<file path="src/rtl/uudecode_line_stream_defines.svh">
// Assertion macros shared by the uudecode line stream RTL.
`ifndef UUDECODE_LINE_STREAM_DEFINES_SVH
`define UUDECODE_LINE_STREAM_DEFINES_SVH

// Same-cycle implication, checked on clk, quiet while arst_n is low.
`define UUD_ASSERT_NOW(lbl, ante, cons, msg) \
	lbl: assert property (@(posedge clk) disable iff (!arst_n) (ante) |-> (cons)) \
		else $error(msg);

// Next-cycle implication, checked on clk, quiet while arst_n is low.
`define UUD_ASSERT_NEXT(lbl, ante, cons, msg) \
	lbl: assert property (@(posedge clk) disable iff (!arst_n) (ante) |=> (cons)) \
		else $error(msg);

`endif

</file>
<file path="src/rtl/uud_pkg.sv">
// Shared constants, types and helper functions for the uudecode line stream.
`timescale 1ns / 1ps

package uud_pkg;

	localparam int MAX_LINE_BYTES = 45;
	localparam int ADDR_BITS      = 24;

	localparam logic [63:0] ADDR_MASK_W = (64'd1 << ADDR_BITS) - 64'd1;
	localparam logic [23:0] ADDR_MASK   = ADDR_MASK_W[23:0];

	localparam logic [23:0] LOAD_BASE_RST = 24'h008000;

	// register index decoded from paddr[2]
	localparam logic REG_LOAD_BASE = 1'b0;

	localparam logic [7:0] CHAR_SPACE    = 8'h20;
	localparam logic [7:0] CHAR_DATA_MAX = 8'h5F;
	localparam logic [7:0] CASE_BIT      = 8'h20;
	localparam logic [7:0] MAX_COUNT     = 8'(MAX_LINE_BYTES);

	// download phase
	localparam logic [1:0] PH_WAIT   = 2'd0;
	localparam logic [1:0] PH_DECODE = 2'd1;
	localparam logic [1:0] PH_DONE   = 2'd2;

	// position within the current line
	localparam logic [1:0] LN_START = 2'd0;
	localparam logic [1:0] LN_DATA  = 2'd1;
	localparam logic [1:0] LN_SKIP  = 2'd2;

	localparam logic [2:0] BEGIN_LEN = 3'd5;
	localparam logic [2:0] END_LEN   = 3'd3;

	typedef struct packed {
		logic       load_item;
		logic       wait_eol;
		logic       wait_chr;
		logic       hold_chr;
		logic       kill_match;
		logic       data_step;
		logic       data_sel_held;
		logic [1:0] held_idx;
		logic       pad_step;
		logic       emit_byte;
		logic [1:0] byte_idx;
		logic       emit_last;
		logic       emit_sum;
		logic       new_line;
	} ctrl_cmd_t;

	typedef struct packed {
		logic [1:0] phase;
		logic [1:0] line_phase;
		logic       match_alive;
		logic [2:0] match_pos;
		logic       eol;
		logic       end_hit;
		logic       ch_le_space;
		logic       group_done;
		logic       sextet_full;
		logic       bytes_left_one;
		logic       out_free;
	} dp_sts_t;

	function automatic logic [7:0] begin_char(input logic [2:0] pos);
		logic [7:0] c;
		case (pos)
			3'd0:    c = 8'h62;
			3'd1:    c = 8'h65;
			3'd2:    c = 8'h67;
			3'd3:    c = 8'h69;
			3'd4:    c = 8'h6E;
			default: c = 8'h00;
		endcase
		return c;
	endfunction

	function automatic logic [7:0] end_char(input logic [2:0] pos);
		logic [7:0] c;
		case (pos)
			3'd0:    c = 8'h65;
			3'd1:    c = 8'h6E;
			3'd2:    c = 8'h64;
			default: c = 8'h00;
		endcase
		return c;
	endfunction

endpackage

</file>
<file path="src/rtl/uud_ctrl.sv">
// Sequencer for the uudecode line stream: steps each item through the datapath.
`timescale 1ns / 1ps
`include "uudecode_line_stream_defines.svh"

module uud_ctrl (
	input  logic               clk,
	input  logic               arst_n,
	input  logic               item_valid,
	output logic               item_stall,
	input  uud_pkg::dp_sts_t   sts,
	output uud_pkg::ctrl_cmd_t cmd
);

	localparam logic [2:0] S_IDLE   = 3'd0;
	localparam logic [2:0] S_EVAL   = 3'd1;
	localparam logic [2:0] S_REPLAY = 3'd2;
	localparam logic [2:0] S_CHAR   = 3'd3;
	localparam logic [2:0] S_PAD    = 3'd4;
	localparam logic [2:0] S_EMIT   = 3'd5;
	localparam logic [2:0] S_FIN    = 3'd6;

	logic [2:0] state_q, state_d;
	logic [1:0] idx_q, idx_d;

	assign item_stall = (state_q != S_IDLE);

	always_comb begin
		cmd     = '0;
		state_d = state_q;
		idx_d   = idx_q;
		case (state_q)
			S_IDLE: begin
				if (item_valid) begin
					cmd.load_item = 1'b1;
					state_d       = S_EVAL;
				end
			end
			S_EVAL: begin
				state_d = S_IDLE;
				case (sts.phase)
					uud_pkg::PH_WAIT: begin
						if (sts.eol) begin
							cmd.wait_eol = 1'b1;
							cmd.new_line = 1'b1;
						end else begin
							cmd.wait_chr = 1'b1;
						end
					end
					uud_pkg::PH_DECODE: begin
						if (sts.eol) begin
							if (sts.match_alive) begin
								if (sts.match_pos == uud_pkg::END_LEN) begin
									state_d = S_FIN;
								end else begin
									cmd.kill_match = 1'b1;
									idx_d          = 2'd0;
									state_d        = S_REPLAY;
								end
							end else begin
								state_d = S_PAD;
							end
						end else if (sts.match_alive) begin
							if (sts.match_pos < uud_pkg::END_LEN && sts.end_hit) begin
								cmd.hold_chr = 1'b1;
							end else if (sts.match_pos == uud_pkg::END_LEN &&
								sts.ch_le_space) begin
								state_d = S_FIN;
							end else begin
								cmd.kill_match = 1'b1;
								idx_d          = 2'd0;
								state_d        = S_REPLAY;
							end
						end else begin
							// plain character: decode it in this cycle
							cmd.data_step = 1'b1;
							if (sts.group_done) begin
								idx_d   = 2'd0;
								state_d = S_EMIT;
							end
						end
					end
					default: ;
				endcase
			end
			S_REPLAY: begin
				// feed the held start of a line that turned out not to be an end line
				if (3'(idx_q) == sts.match_pos) begin
					state_d = sts.eol ? S_PAD : S_CHAR;
				end else begin
					cmd.data_step     = 1'b1;
					cmd.data_sel_held = 1'b1;
					cmd.held_idx      = idx_q;
					idx_d             = idx_q + 2'd1;
				end
			end
			S_CHAR: begin
				cmd.data_step = 1'b1;
				idx_d         = 2'd0;
				state_d       = sts.group_done ? S_EMIT : S_IDLE;
			end
			S_PAD: begin
				if (sts.line_phase != uud_pkg::LN_DATA) begin
					cmd.new_line = 1'b1;
					state_d      = S_IDLE;
				end else begin
					cmd.pad_step = 1'b1;
					if (sts.sextet_full) begin
						idx_d   = 2'd0;
						state_d = S_EMIT;
					end
				end
			end
			S_EMIT: begin
				if (sts.out_free) begin
					cmd.emit_byte = 1'b1;
					cmd.byte_idx  = idx_q;
					cmd.emit_last = sts.bytes_left_one || (idx_q == 2'd2 && !sts.eol);
					if (sts.bytes_left_one) begin
						cmd.new_line = sts.eol;
						state_d      = S_IDLE;
					end else if (idx_q == 2'd2) begin
						state_d = sts.eol ? S_PAD : S_IDLE;
					end else begin
						idx_d = idx_q + 2'd1;
					end
				end
			end
			S_FIN: begin
				if (sts.out_free) begin
					cmd.emit_sum = 1'b1;
					state_d      = S_IDLE;
				end
			end
			default: begin
				state_d = S_IDLE;
			end
		endcase
	end

	always_ff @(posedge clk or negedge arst_n) begin
		if (!arst_n) begin
			state_q <= S_IDLE;
			idx_q   <= 2'd0;
		end else begin
			state_q <= state_d;
			idx_q   <= idx_d;
		end
	end

	`UUD_ASSERT_NOW(a_replay_in_range, state_q == S_REPLAY, 3'(idx_q) <= sts.match_pos, "replay index past held characters")
	`UUD_ASSERT_NOW(a_emit_in_group, state_q == S_EMIT, idx_q != 2'd3, "byte index outside a group")
	`UUD_ASSERT_NOW(a_emit_has_room, cmd.emit_byte || cmd.emit_sum, sts.out_free, "result issued into a full output register")
	`UUD_ASSERT_NEXT(a_accept_eval, item_valid && !item_stall, state_q == S_EVAL, "accepted item not evaluated")

endmodule

</file>
<file path="src/rtl/uud_dp.sv">
// Datapath for the uudecode line stream: line state, sextet decode, counters, result register.
`timescale 1ns / 1ps
`include "uudecode_line_stream_defines.svh"

module uud_dp (
	input  logic               clk,
	input  logic               arst_n,
	input  uud_pkg::ctrl_cmd_t cmd,
	output uud_pkg::dp_sts_t   sts,
	input  logic [7:0]         ch,
	input  logic               eol,
	input  logic [23:0]        load_base,
	output logic               res_valid,
	input  logic               res_stall,
	output logic               kind,
	output logic [7:0]         data_byte,
	output logic [23:0]        address,
	output logic [23:0]        total_size,
	output logic [15:0]        error_count,
	output logic               last
);

	// control state
	logic [1:0]  phase_q, phase_d;
	logic [1:0]  line_q, line_d;
	logic [2:0]  pos_q, pos_d;
	logic        alive_q, alive_d;
	logic [5:0]  left_q, left_d;
	logic [1:0]  sext_q, sext_d;
	logic [23:0] offset_q, offset_d;
	logic [15:0] errors_q, errors_d;
	logic        res_valid_q;

	// payload
	logic [7:0]  ch_q;
	logic        eol_q;
	logic [7:0]  held_q [3];
	logic [23:0] acc_q, acc_d;
	logic        kind_q;
	logic [7:0]  byte_q;
	logic [23:0] addr_q;
	logic [23:0] size_q;
	logic [15:0] err_q;
	logic        last_q;

	logic [7:0]  sel_c;
	logic [7:0]  cnt_diff;
	logic        err_inc;
	logic        push_en;
	logic [5:0]  push_val;
	logic        out_free;
	logic        ch_is_data;
	logic [7:0]  emit_val;
	logic [23:0] addr_sum;

	assign out_free   = !res_valid_q || !res_stall;
	assign sel_c      = cmd.data_sel_held ? held_q[cmd.held_idx] : ch_q;
	assign cnt_diff   = sel_c - uud_pkg::CHAR_SPACE;
	assign ch_is_data = (ch_q >= uud_pkg::CHAR_SPACE) && (ch_q <= uud_pkg::CHAR_DATA_MAX);
	assign addr_sum   = load_base + offset_q;

	always_comb begin
		case (cmd.byte_idx)
			2'd0:    emit_val = acc_q[23:16];
			2'd1:    emit_val = acc_q[15:8];
			default: emit_val = acc_q[7:0];
		endcase
	end

	always_comb begin
		sts.phase          = phase_q;
		sts.line_phase     = line_q;
		sts.match_alive    = alive_q;
		sts.match_pos      = pos_q;
		sts.eol            = eol_q;
		sts.end_hit        = (ch_q | uud_pkg::CASE_BIT) == uud_pkg::end_char(pos_q);
		sts.ch_le_space    = ch_q <= uud_pkg::CHAR_SPACE;
		sts.group_done     = (line_q == uud_pkg::LN_DATA) && ch_is_data && (sext_q == 2'd3);
		sts.sextet_full    = sext_q == 2'd3;
		sts.bytes_left_one = left_q == 6'd1;
		sts.out_free       = out_free;
	end

	always_comb begin
		phase_d  = phase_q;
		line_d   = line_q;
		pos_d    = pos_q;
		alive_d  = alive_q;
		left_d   = left_q;
		sext_d   = sext_q;
		offset_d = offset_q;
		err_inc  = 1'b0;
		push_en  = 1'b0;
		push_val = 6'd0;

		if (cmd.wait_eol) begin
			if (alive_q && pos_q == uud_pkg::BEGIN_LEN && line_q != uud_pkg::LN_SKIP) begin
				phase_d = uud_pkg::PH_DECODE;
			end
		end

		if (cmd.wait_chr && alive_q && line_q != uud_pkg::LN_SKIP) begin
			if (pos_q < uud_pkg::BEGIN_LEN) begin
				if ((ch_q | uud_pkg::CASE_BIT) == uud_pkg::begin_char(pos_q)) begin
					pos_d = pos_q + 3'd1;
				end else begin
					alive_d = 1'b0;
				end
			end else if (ch_q <= uud_pkg::CHAR_SPACE) begin
				// rest of the begin line carries mode and name: skip it
				phase_d = uud_pkg::PH_DECODE;
				line_d  = uud_pkg::LN_SKIP;
				alive_d = 1'b0;
			end else begin
				alive_d = 1'b0;
			end
		end

		if (cmd.hold_chr) begin
			pos_d = pos_q + 3'd1;
		end

		if (cmd.kill_match) begin
			alive_d = 1'b0;
		end

		if (cmd.data_step) begin
			case (line_q)
				uud_pkg::LN_START: begin
					if (sel_c == uud_pkg::CHAR_SPACE) begin
						line_d = uud_pkg::LN_SKIP;
					end else if (sel_c < uud_pkg::CHAR_SPACE || cnt_diff > uud_pkg::MAX_COUNT) begin
						err_inc = 1'b1;
						line_d  = uud_pkg::LN_SKIP;
					end else begin
						left_d = cnt_diff[5:0];
						sext_d = 2'd0;
						line_d = uud_pkg::LN_DATA;
					end
				end
				uud_pkg::LN_DATA: begin
					if (sel_c < uud_pkg::CHAR_SPACE || sel_c > uud_pkg::CHAR_DATA_MAX) begin
						err_inc = 1'b1;
						line_d  = uud_pkg::LN_SKIP;
					end else begin
						push_en  = 1'b1;
						push_val = cnt_diff[5:0];
					end
				end
				default: ;
			endcase
		end

		if (cmd.pad_step) begin
			push_en  = 1'b1;
			push_val = 6'd0;
		end

		if (push_en) begin
			sext_d = sext_q + 2'd1;
		end

		if (cmd.emit_byte) begin
			if (offset_q != '1) begin
				offset_d = offset_q + 24'd1;
			end
			left_d = left_q - 6'd1;
			if (left_q == 6'd1) begin
				line_d = uud_pkg::LN_SKIP;
			end
		end

		if (cmd.emit_sum) begin
			phase_d = uud_pkg::PH_DONE;
		end

		// a new line overrides whatever the last byte left behind
		if (cmd.new_line) begin
			line_d  = uud_pkg::LN_START;
			pos_d   = 3'd0;
			alive_d = 1'b1;
		end

		errors_d = errors_q;
		if (err_inc && errors_q != '1) begin
			errors_d = errors_q + 16'd1;
		end

		acc_d = acc_q;
		if (push_en) begin
			acc_d = {acc_q[17:0], push_val};
		end
	end

	always_ff @(posedge clk or negedge arst_n) begin
		if (!arst_n) begin
			phase_q     <= uud_pkg::PH_WAIT;
			line_q      <= uud_pkg::LN_START;
			pos_q       <= 3'd0;
			alive_q     <= 1'b1;
			left_q      <= 6'd0;
			sext_q      <= 2'd0;
			offset_q    <= 24'd0;
			errors_q    <= 16'd0;
			res_valid_q <= 1'b0;
		end else begin
			phase_q  <= phase_d;
			line_q   <= line_d;
			pos_q    <= pos_d;
			alive_q  <= alive_d;
			left_q   <= left_d;
			sext_q   <= sext_d;
			offset_q <= offset_d;
			errors_q <= errors_d;
			if (cmd.emit_byte || cmd.emit_sum) begin
				res_valid_q <= 1'b1;
			end else if (!res_stall) begin
				res_valid_q <= 1'b0;
			end
		end
	end

	always_ff @(posedge clk) begin
		if (cmd.load_item) begin
			ch_q  <= ch;
			eol_q <= eol;
		end
		if (cmd.hold_chr) begin
			held_q[pos_q[1:0]] <= ch_q;
		end
		acc_q <= acc_d;
		if (cmd.emit_byte) begin
			kind_q <= 1'b0;
			byte_q <= emit_val;
			addr_q <= addr_sum & uud_pkg::ADDR_MASK;
			size_q <= 24'd0;
			err_q  <= errors_q;
			last_q <= cmd.emit_last;
		end else if (cmd.emit_sum) begin
			kind_q <= 1'b1;
			byte_q <= 8'd0;
			addr_q <= load_base;
			size_q <= offset_q;
			err_q  <= errors_q;
			last_q <= 1'b1;
		end
	end

	assign res_valid   = res_valid_q;
	assign kind        = kind_q;
	assign data_byte   = byte_q;
	assign address     = addr_q;
	assign total_size  = size_q;
	assign error_count = err_q;
	assign last        = last_q;

	`UUD_ASSERT_NOW(a_summary_last, res_valid_q && kind_q, last_q, "summary result not marked last")
	`UUD_ASSERT_NOW(a_data_has_count, line_q == uud_pkg::LN_DATA, left_q != 6'd0, "data line with no bytes left")
	`UUD_ASSERT_NEXT(a_done_sticks, phase_q == uud_pkg::PH_DONE, phase_q == uud_pkg::PH_DONE, "left finished phase")

endmodule

</file>
<file path="src/rtl/uudecode_line_stream.sv">
// Top level of the uudecode line stream: register port, sequencer and datapath.
// An ordinary character is accepted and then evaluated; a completed group then emits its bytes in turn.
// At end of line the last group is padded with zero sextets and its remaining bytes are emitted.
// A line held as a possible end line that is not one has its held start replayed through the decoder.
// The first byte of a group is registered from S_EMIT after its character is evaluated, waiting while res_stall holds.
// Reset clears the decode state and sets load_base to 0x8000; no clearing pass is needed.
`timescale 1ns / 1ps

module uudecode_line_stream (
	input  logic        clk,
	input  logic        arst_n,
	input  logic        item_valid,
	output logic        item_stall,
	input  logic [7:0]  ch,
	input  logic        eol,
	output logic        res_valid,
	input  logic        res_stall,
	output logic        kind,
	output logic [7:0]  data_byte,
	output logic [23:0] address,
	output logic [23:0] total_size,
	output logic [15:0] error_count,
	output logic        last,
	input  logic        psel,
	input  logic        penable,
	input  logic        pwrite,
	input  logic [2:0]  paddr,
	input  logic [31:0] pwdata,
	output logic [31:0] prdata,
	output logic        pready
);

	uud_pkg::ctrl_cmd_t cmd;
	uud_pkg::dp_sts_t   sts;
	logic [23:0]        load_base_q;
	logic               reg_write;

	assign pready    = 1'b1;
	assign reg_write = psel && penable && pwrite && pready;

	always_ff @(posedge clk or negedge arst_n) begin
		if (!arst_n) begin
			load_base_q <= uud_pkg::LOAD_BASE_RST;
		end else if (reg_write && paddr[2] == uud_pkg::REG_LOAD_BASE) begin
			load_base_q <= pwdata[23:0];
		end
	end

	assign prdata = (paddr[2] == uud_pkg::REG_LOAD_BASE) ? {8'd0, load_base_q} : 32'd0;

	uud_ctrl u_ctrl (
		.clk        (clk),
		.arst_n     (arst_n),
		.item_valid (item_valid),
		.item_stall (item_stall),
		.sts        (sts),
		.cmd        (cmd)
	);

	uud_dp u_dp (
		.clk         (clk),
		.arst_n      (arst_n),
		.cmd         (cmd),
		.sts         (sts),
		.ch          (ch),
		.eol         (eol),
		.load_base   (load_base_q),
		.res_valid   (res_valid),
		.res_stall   (res_stall),
		.kind        (kind),
		.data_byte   (data_byte),
		.address     (address),
		.total_size  (total_size),
		.error_count (error_count),
		.last        (last)
	);

endmodule
</file>
<file path="config.mk">
export PLATFORM = sky130hd
export DESIGN_NAME = uudecode_line_stream
export DESIGN_NICKNAME = d
export VERILOG_FILES = /design/src/rtl/uud_pkg.sv /design/src/rtl/uud_ctrl.sv /design/src/rtl/uud_dp.sv /design/src/rtl/uudecode_line_stream.sv
export VERILOG_INCLUDE_DIRS = /design/src /design/src/rtl
export SDC_FILE = /design/constraint.sdc
export NUM_CORES = 1
export LEC_CHECK = 0
export ABC_AREA = 1
export BUFFER_PORTS_ARGS = -buffer_cell sky130_fd_sc_hd__buf_2
export CORE_ASPECT_RATIO = 0.9
export CORE_UTILIZATION = 45
export DETAILED_ROUTE_END_ITERATION = 7
export GPL_TIMING_DRIVEN = 0
export MAX_ROUTING_LAYER = met4
export PLACE_DENSITY_LB_ADDON = 0.1
export SYNTH_ARGS = -nofsm -noshare
export SYNTH_HDL_FRONTEND = slang
export SYNTH_SLANG_ARGS = --single-unit
</file>
<file path="constraint.sdc">
create_clock -name clk -period 6.94 [get_ports clk]
set_clock_uncertainty 0.1 [all_clocks]
set_input_delay 1.735 -clock clk [delete_from_list [all_inputs] [get_ports clk]]
set_output_delay 1.735 -clock clk [all_outputs]
set_load 0.05 [all_outputs]
</file>
==> metrics.txt <==
status completed; critical path type input port to output port; GRT met2 Usage between 30% and 40%; worst-path maximum fanout 10; Final ANT Viol Nets 0; Routed WL per cell 16.5 µm; post-DP HPWL 22.1 mm; crit path DAT 2970 ps; element type at the critical path end output port; clk root buf clkbuf_16; Pwr Density 370 nW/µm²; CTS Hold Bufs 0; Initial Util 46.0%; Die Area 25400 µm²; Final Wtd Congestion 0.895; TritonCTS clock tree built; clock-pin slew on the worst setup and hold paths about 60 ps; H-tree levels 1; first-pass GRT wire length 45.8 mm; Post-synth top flop edfxtp_1; GR Util All Layers 23.9%; Synth top area share 28.6%; Mapped Cells around 1300; Yosys top cell by area edfxtp_1; critical path's most frequent cell clkbuf_1; Max-cap violations 0; Syn Area/Cell 8.78 µm²; sequential area share after synthesis 52.4%; post-layout min period 4810 ps; DRT Wirelength a little under 30 mm; path category of the worst min-delay check flip-flop to flip-flop; VDD IR-drop max 230 µV; Die Wd around 170 µm; Power Total slightly below 5 mW; vias in the first global route 8418; antenna violations before repair 0; cts bufs inserted 24; CP required 5110 ps; Worst path max stage delay 510 ps; Seq pwr share 36.8%; Pins Over Slew Limit 0; Comb pwr share between 30% and 40%; Worst Tran Pin Value 1000 ps; Fill cells 2262; CP startpoint kind input port; asr flop ratio synth 39.6%; Peak Freq approximately 0.21 GHz; worst skew pair latency between 500 and 600 ps; GRT busiest layer met1; Vias/cell 5.19; number of flops mapped to enable cells by yosys 106; diodes inserted 0; multi-input logic area ~4500 µm²; Longest Clk Path Bufs 3; Yosys reg bits 217; Final Non-Filler Cells 1770; synthesis-to-layout area growth 18.1%; Leak about 6 nW; FF+latch area 5840 µm²; # setup viols final 0; crit share post-route roughly 69%; worst-path cell chain clkbuf_1, clkbuf_1, nor2_1, buf_2; Setup TNS 0 ps; final hold slack 352 ps; Critical-path top delay cell clkbuf_1; Yosys warnings 0; clock share of power 27.8%; Detailed Route Iter0 Violations 704; dpl cells 1726; switch share 40.0%; count of different cell masters after synthesis 52; DRC Markers 0; share of layout cells above drive strength 1 between 10% and 20%; internal power 2.92 mW; P_sw 1.94 mW; Setup Fix Bufs, Post-CTS 0; Post-Syn Area 11100 µm²; nets@finish around 1500; CORE AREA 24300 µm²; met3 Resource Use GR 2.43%; die height 151 µm; GR Overflow Total 0; post_cts resized 0; largest cells by area after synthesis edfxtp_1 (29%), dfrtp_1 (19%), nand2_1 (8.2%), inv_1 (5.0%), nor2_1 (4.9%); relative max-transition margin 33.2%; Port Buf Inserts between 100 and 150; row cnt 54; Final Hold Vio Count 0; met1 Use GR 36.9%; Via Count 9184; largest net degree at the start of global routing 52; io pins 160; RSZ-0062 raised after global routing no; CTS sink cnt approximately 220; router iterations before antenna repair 5
[power groups by stage]
stage | Clock [mW] | Sequential (mW) | Combinational (mW)
after floorplan | 0 | 2.06 | 1.01
after global routing | 1.42 | 1.82 | 1.91
after CTS | 1.38 | 1.79 | 1.72
after global placement | 0 | 1.81 | 1.68
after detailed placement | 0 | 1.81 | 1.72
final | 1.35 | 1.79 | 1.73
[cell families (layout without fill, tap and decap cells)]
family	count (synthesis)	in the layout	synth area share [%]
XOR/XNOR	55	55	4.32
adder cells (fa/ha/maj)	36	36	4.11
AND/OR/NAND/NOR	543	543	21.4
buffers and inverters	202	387	7.30
AO/OA/AOI/OAI	215	215	10.4
other	2	9	0.0674
flip-flops	217	217	52.4
[registers in the layout, summed over array words and instances (netlist names), 16 cells and up]
register	count
u_dp.errors_q	16
u_dp.error_count	16
u_dp.offset_q	24
load_base_q	24
u_dp.acc_q	24
u_dp.total_size	24
u_dp.address	24
u_dp.held_q	24
[routing by layer]
layer / wire (µm) / vias up
met5: 0 / -
met4: 556 / 0
met3: 1620 / 35
met2: 11900 / 277
met1: 15100 / 4282
li1: - / 4590
[through the flow]
step                      setup WS, ps  utilization [%]  area, µm²
after floorplan                   2350                -      11200
after global placement             989             50.5      12300
after detailed placement          2150             50.7      12300
after CTS                         2140             54.3      13200
after global routing              2080             54.3      13200
final                             2130             54.3      13200
[worst paths after layout]
path	endpoint	start	cells past startpoint	slack, ps
max	prdata[4]	paddr[2]	4	2130
min	u_dp.acc_q[6]	u_dp.acc_q[0]	0	350
max reg2reg	u_dp.acc_q[18]	u_ctrl.idx_q[1]	14	3470
min reg2reg	u_dp.acc_q[6]	u_dp.acc_q[0]	0	350
max in group asynchronous	u_dp.alive_q	arst_n	2	4930
min in group asynchronous	load_base_q[20]	arst_n	1	1090
[worst max-delay path, delay by kind of cell]
kind | cells | cell delay (ps)
simple gates | 1 | 140
buf+inv | 3 | 1100
[placed cells by master, fill, tap and decap left out, types with 9 or more instances in the layout]
| cell type | count |
|---|---|
| buf_2 | 143 |
| inv_1 | 148 |
| a21oi_1 | 95 |
| nor2_1 | 146 |
| clkbuf_1 | 25 |
| dfrtp_1 | 84 |
| conb_1 | 9 |
| o21ai_0 | 79 |
| nor3_1 | 23 |
| nand4_1 | 39 |
| clkbuf_16 | 26 |
| ha_1 | 35 |
| edfxtp_1 | 106 |
| xnor2_1 | 14 |
| dfxtp_1 | 25 |
| xor2_1 | 41 |
| nand3_1 | 56 |
| inv_2 | 10 |
| buf_4 | 12 |
| nand2_1 | 244 |
[synth_stat cells (5+ instances only)]
cell and n:
inv_2 10, a21oi_1 95, nand3_1 56, o21ai_1 6
buf_2 5, o21ai_0 79, nor2_1 146, ha_1 35
xor2_1 41, edfxtp_1 106, nor3_1 23, clkbuf_1 24
dfxtp_1 25, xnor2_1 14, nand4_1 39, nand2_1 245
buf_4 11, a31oi_1 5, nor4_1 8, nor2_2 6
dfrtp_1 84, a22oi_1 6, inv_1 148
[area by class of cell]
type,count,area share [%]
well taps,308,2.93
repair buffers,141,5.67
flip-flops and latches,217,44.4
plain buffers,44,1.67
multi-input cells,858,34.4
inverters,158,4.51
clock buffers,31,5.32
clock inverters,13,1.16
(Power assumes the default switching activity.)
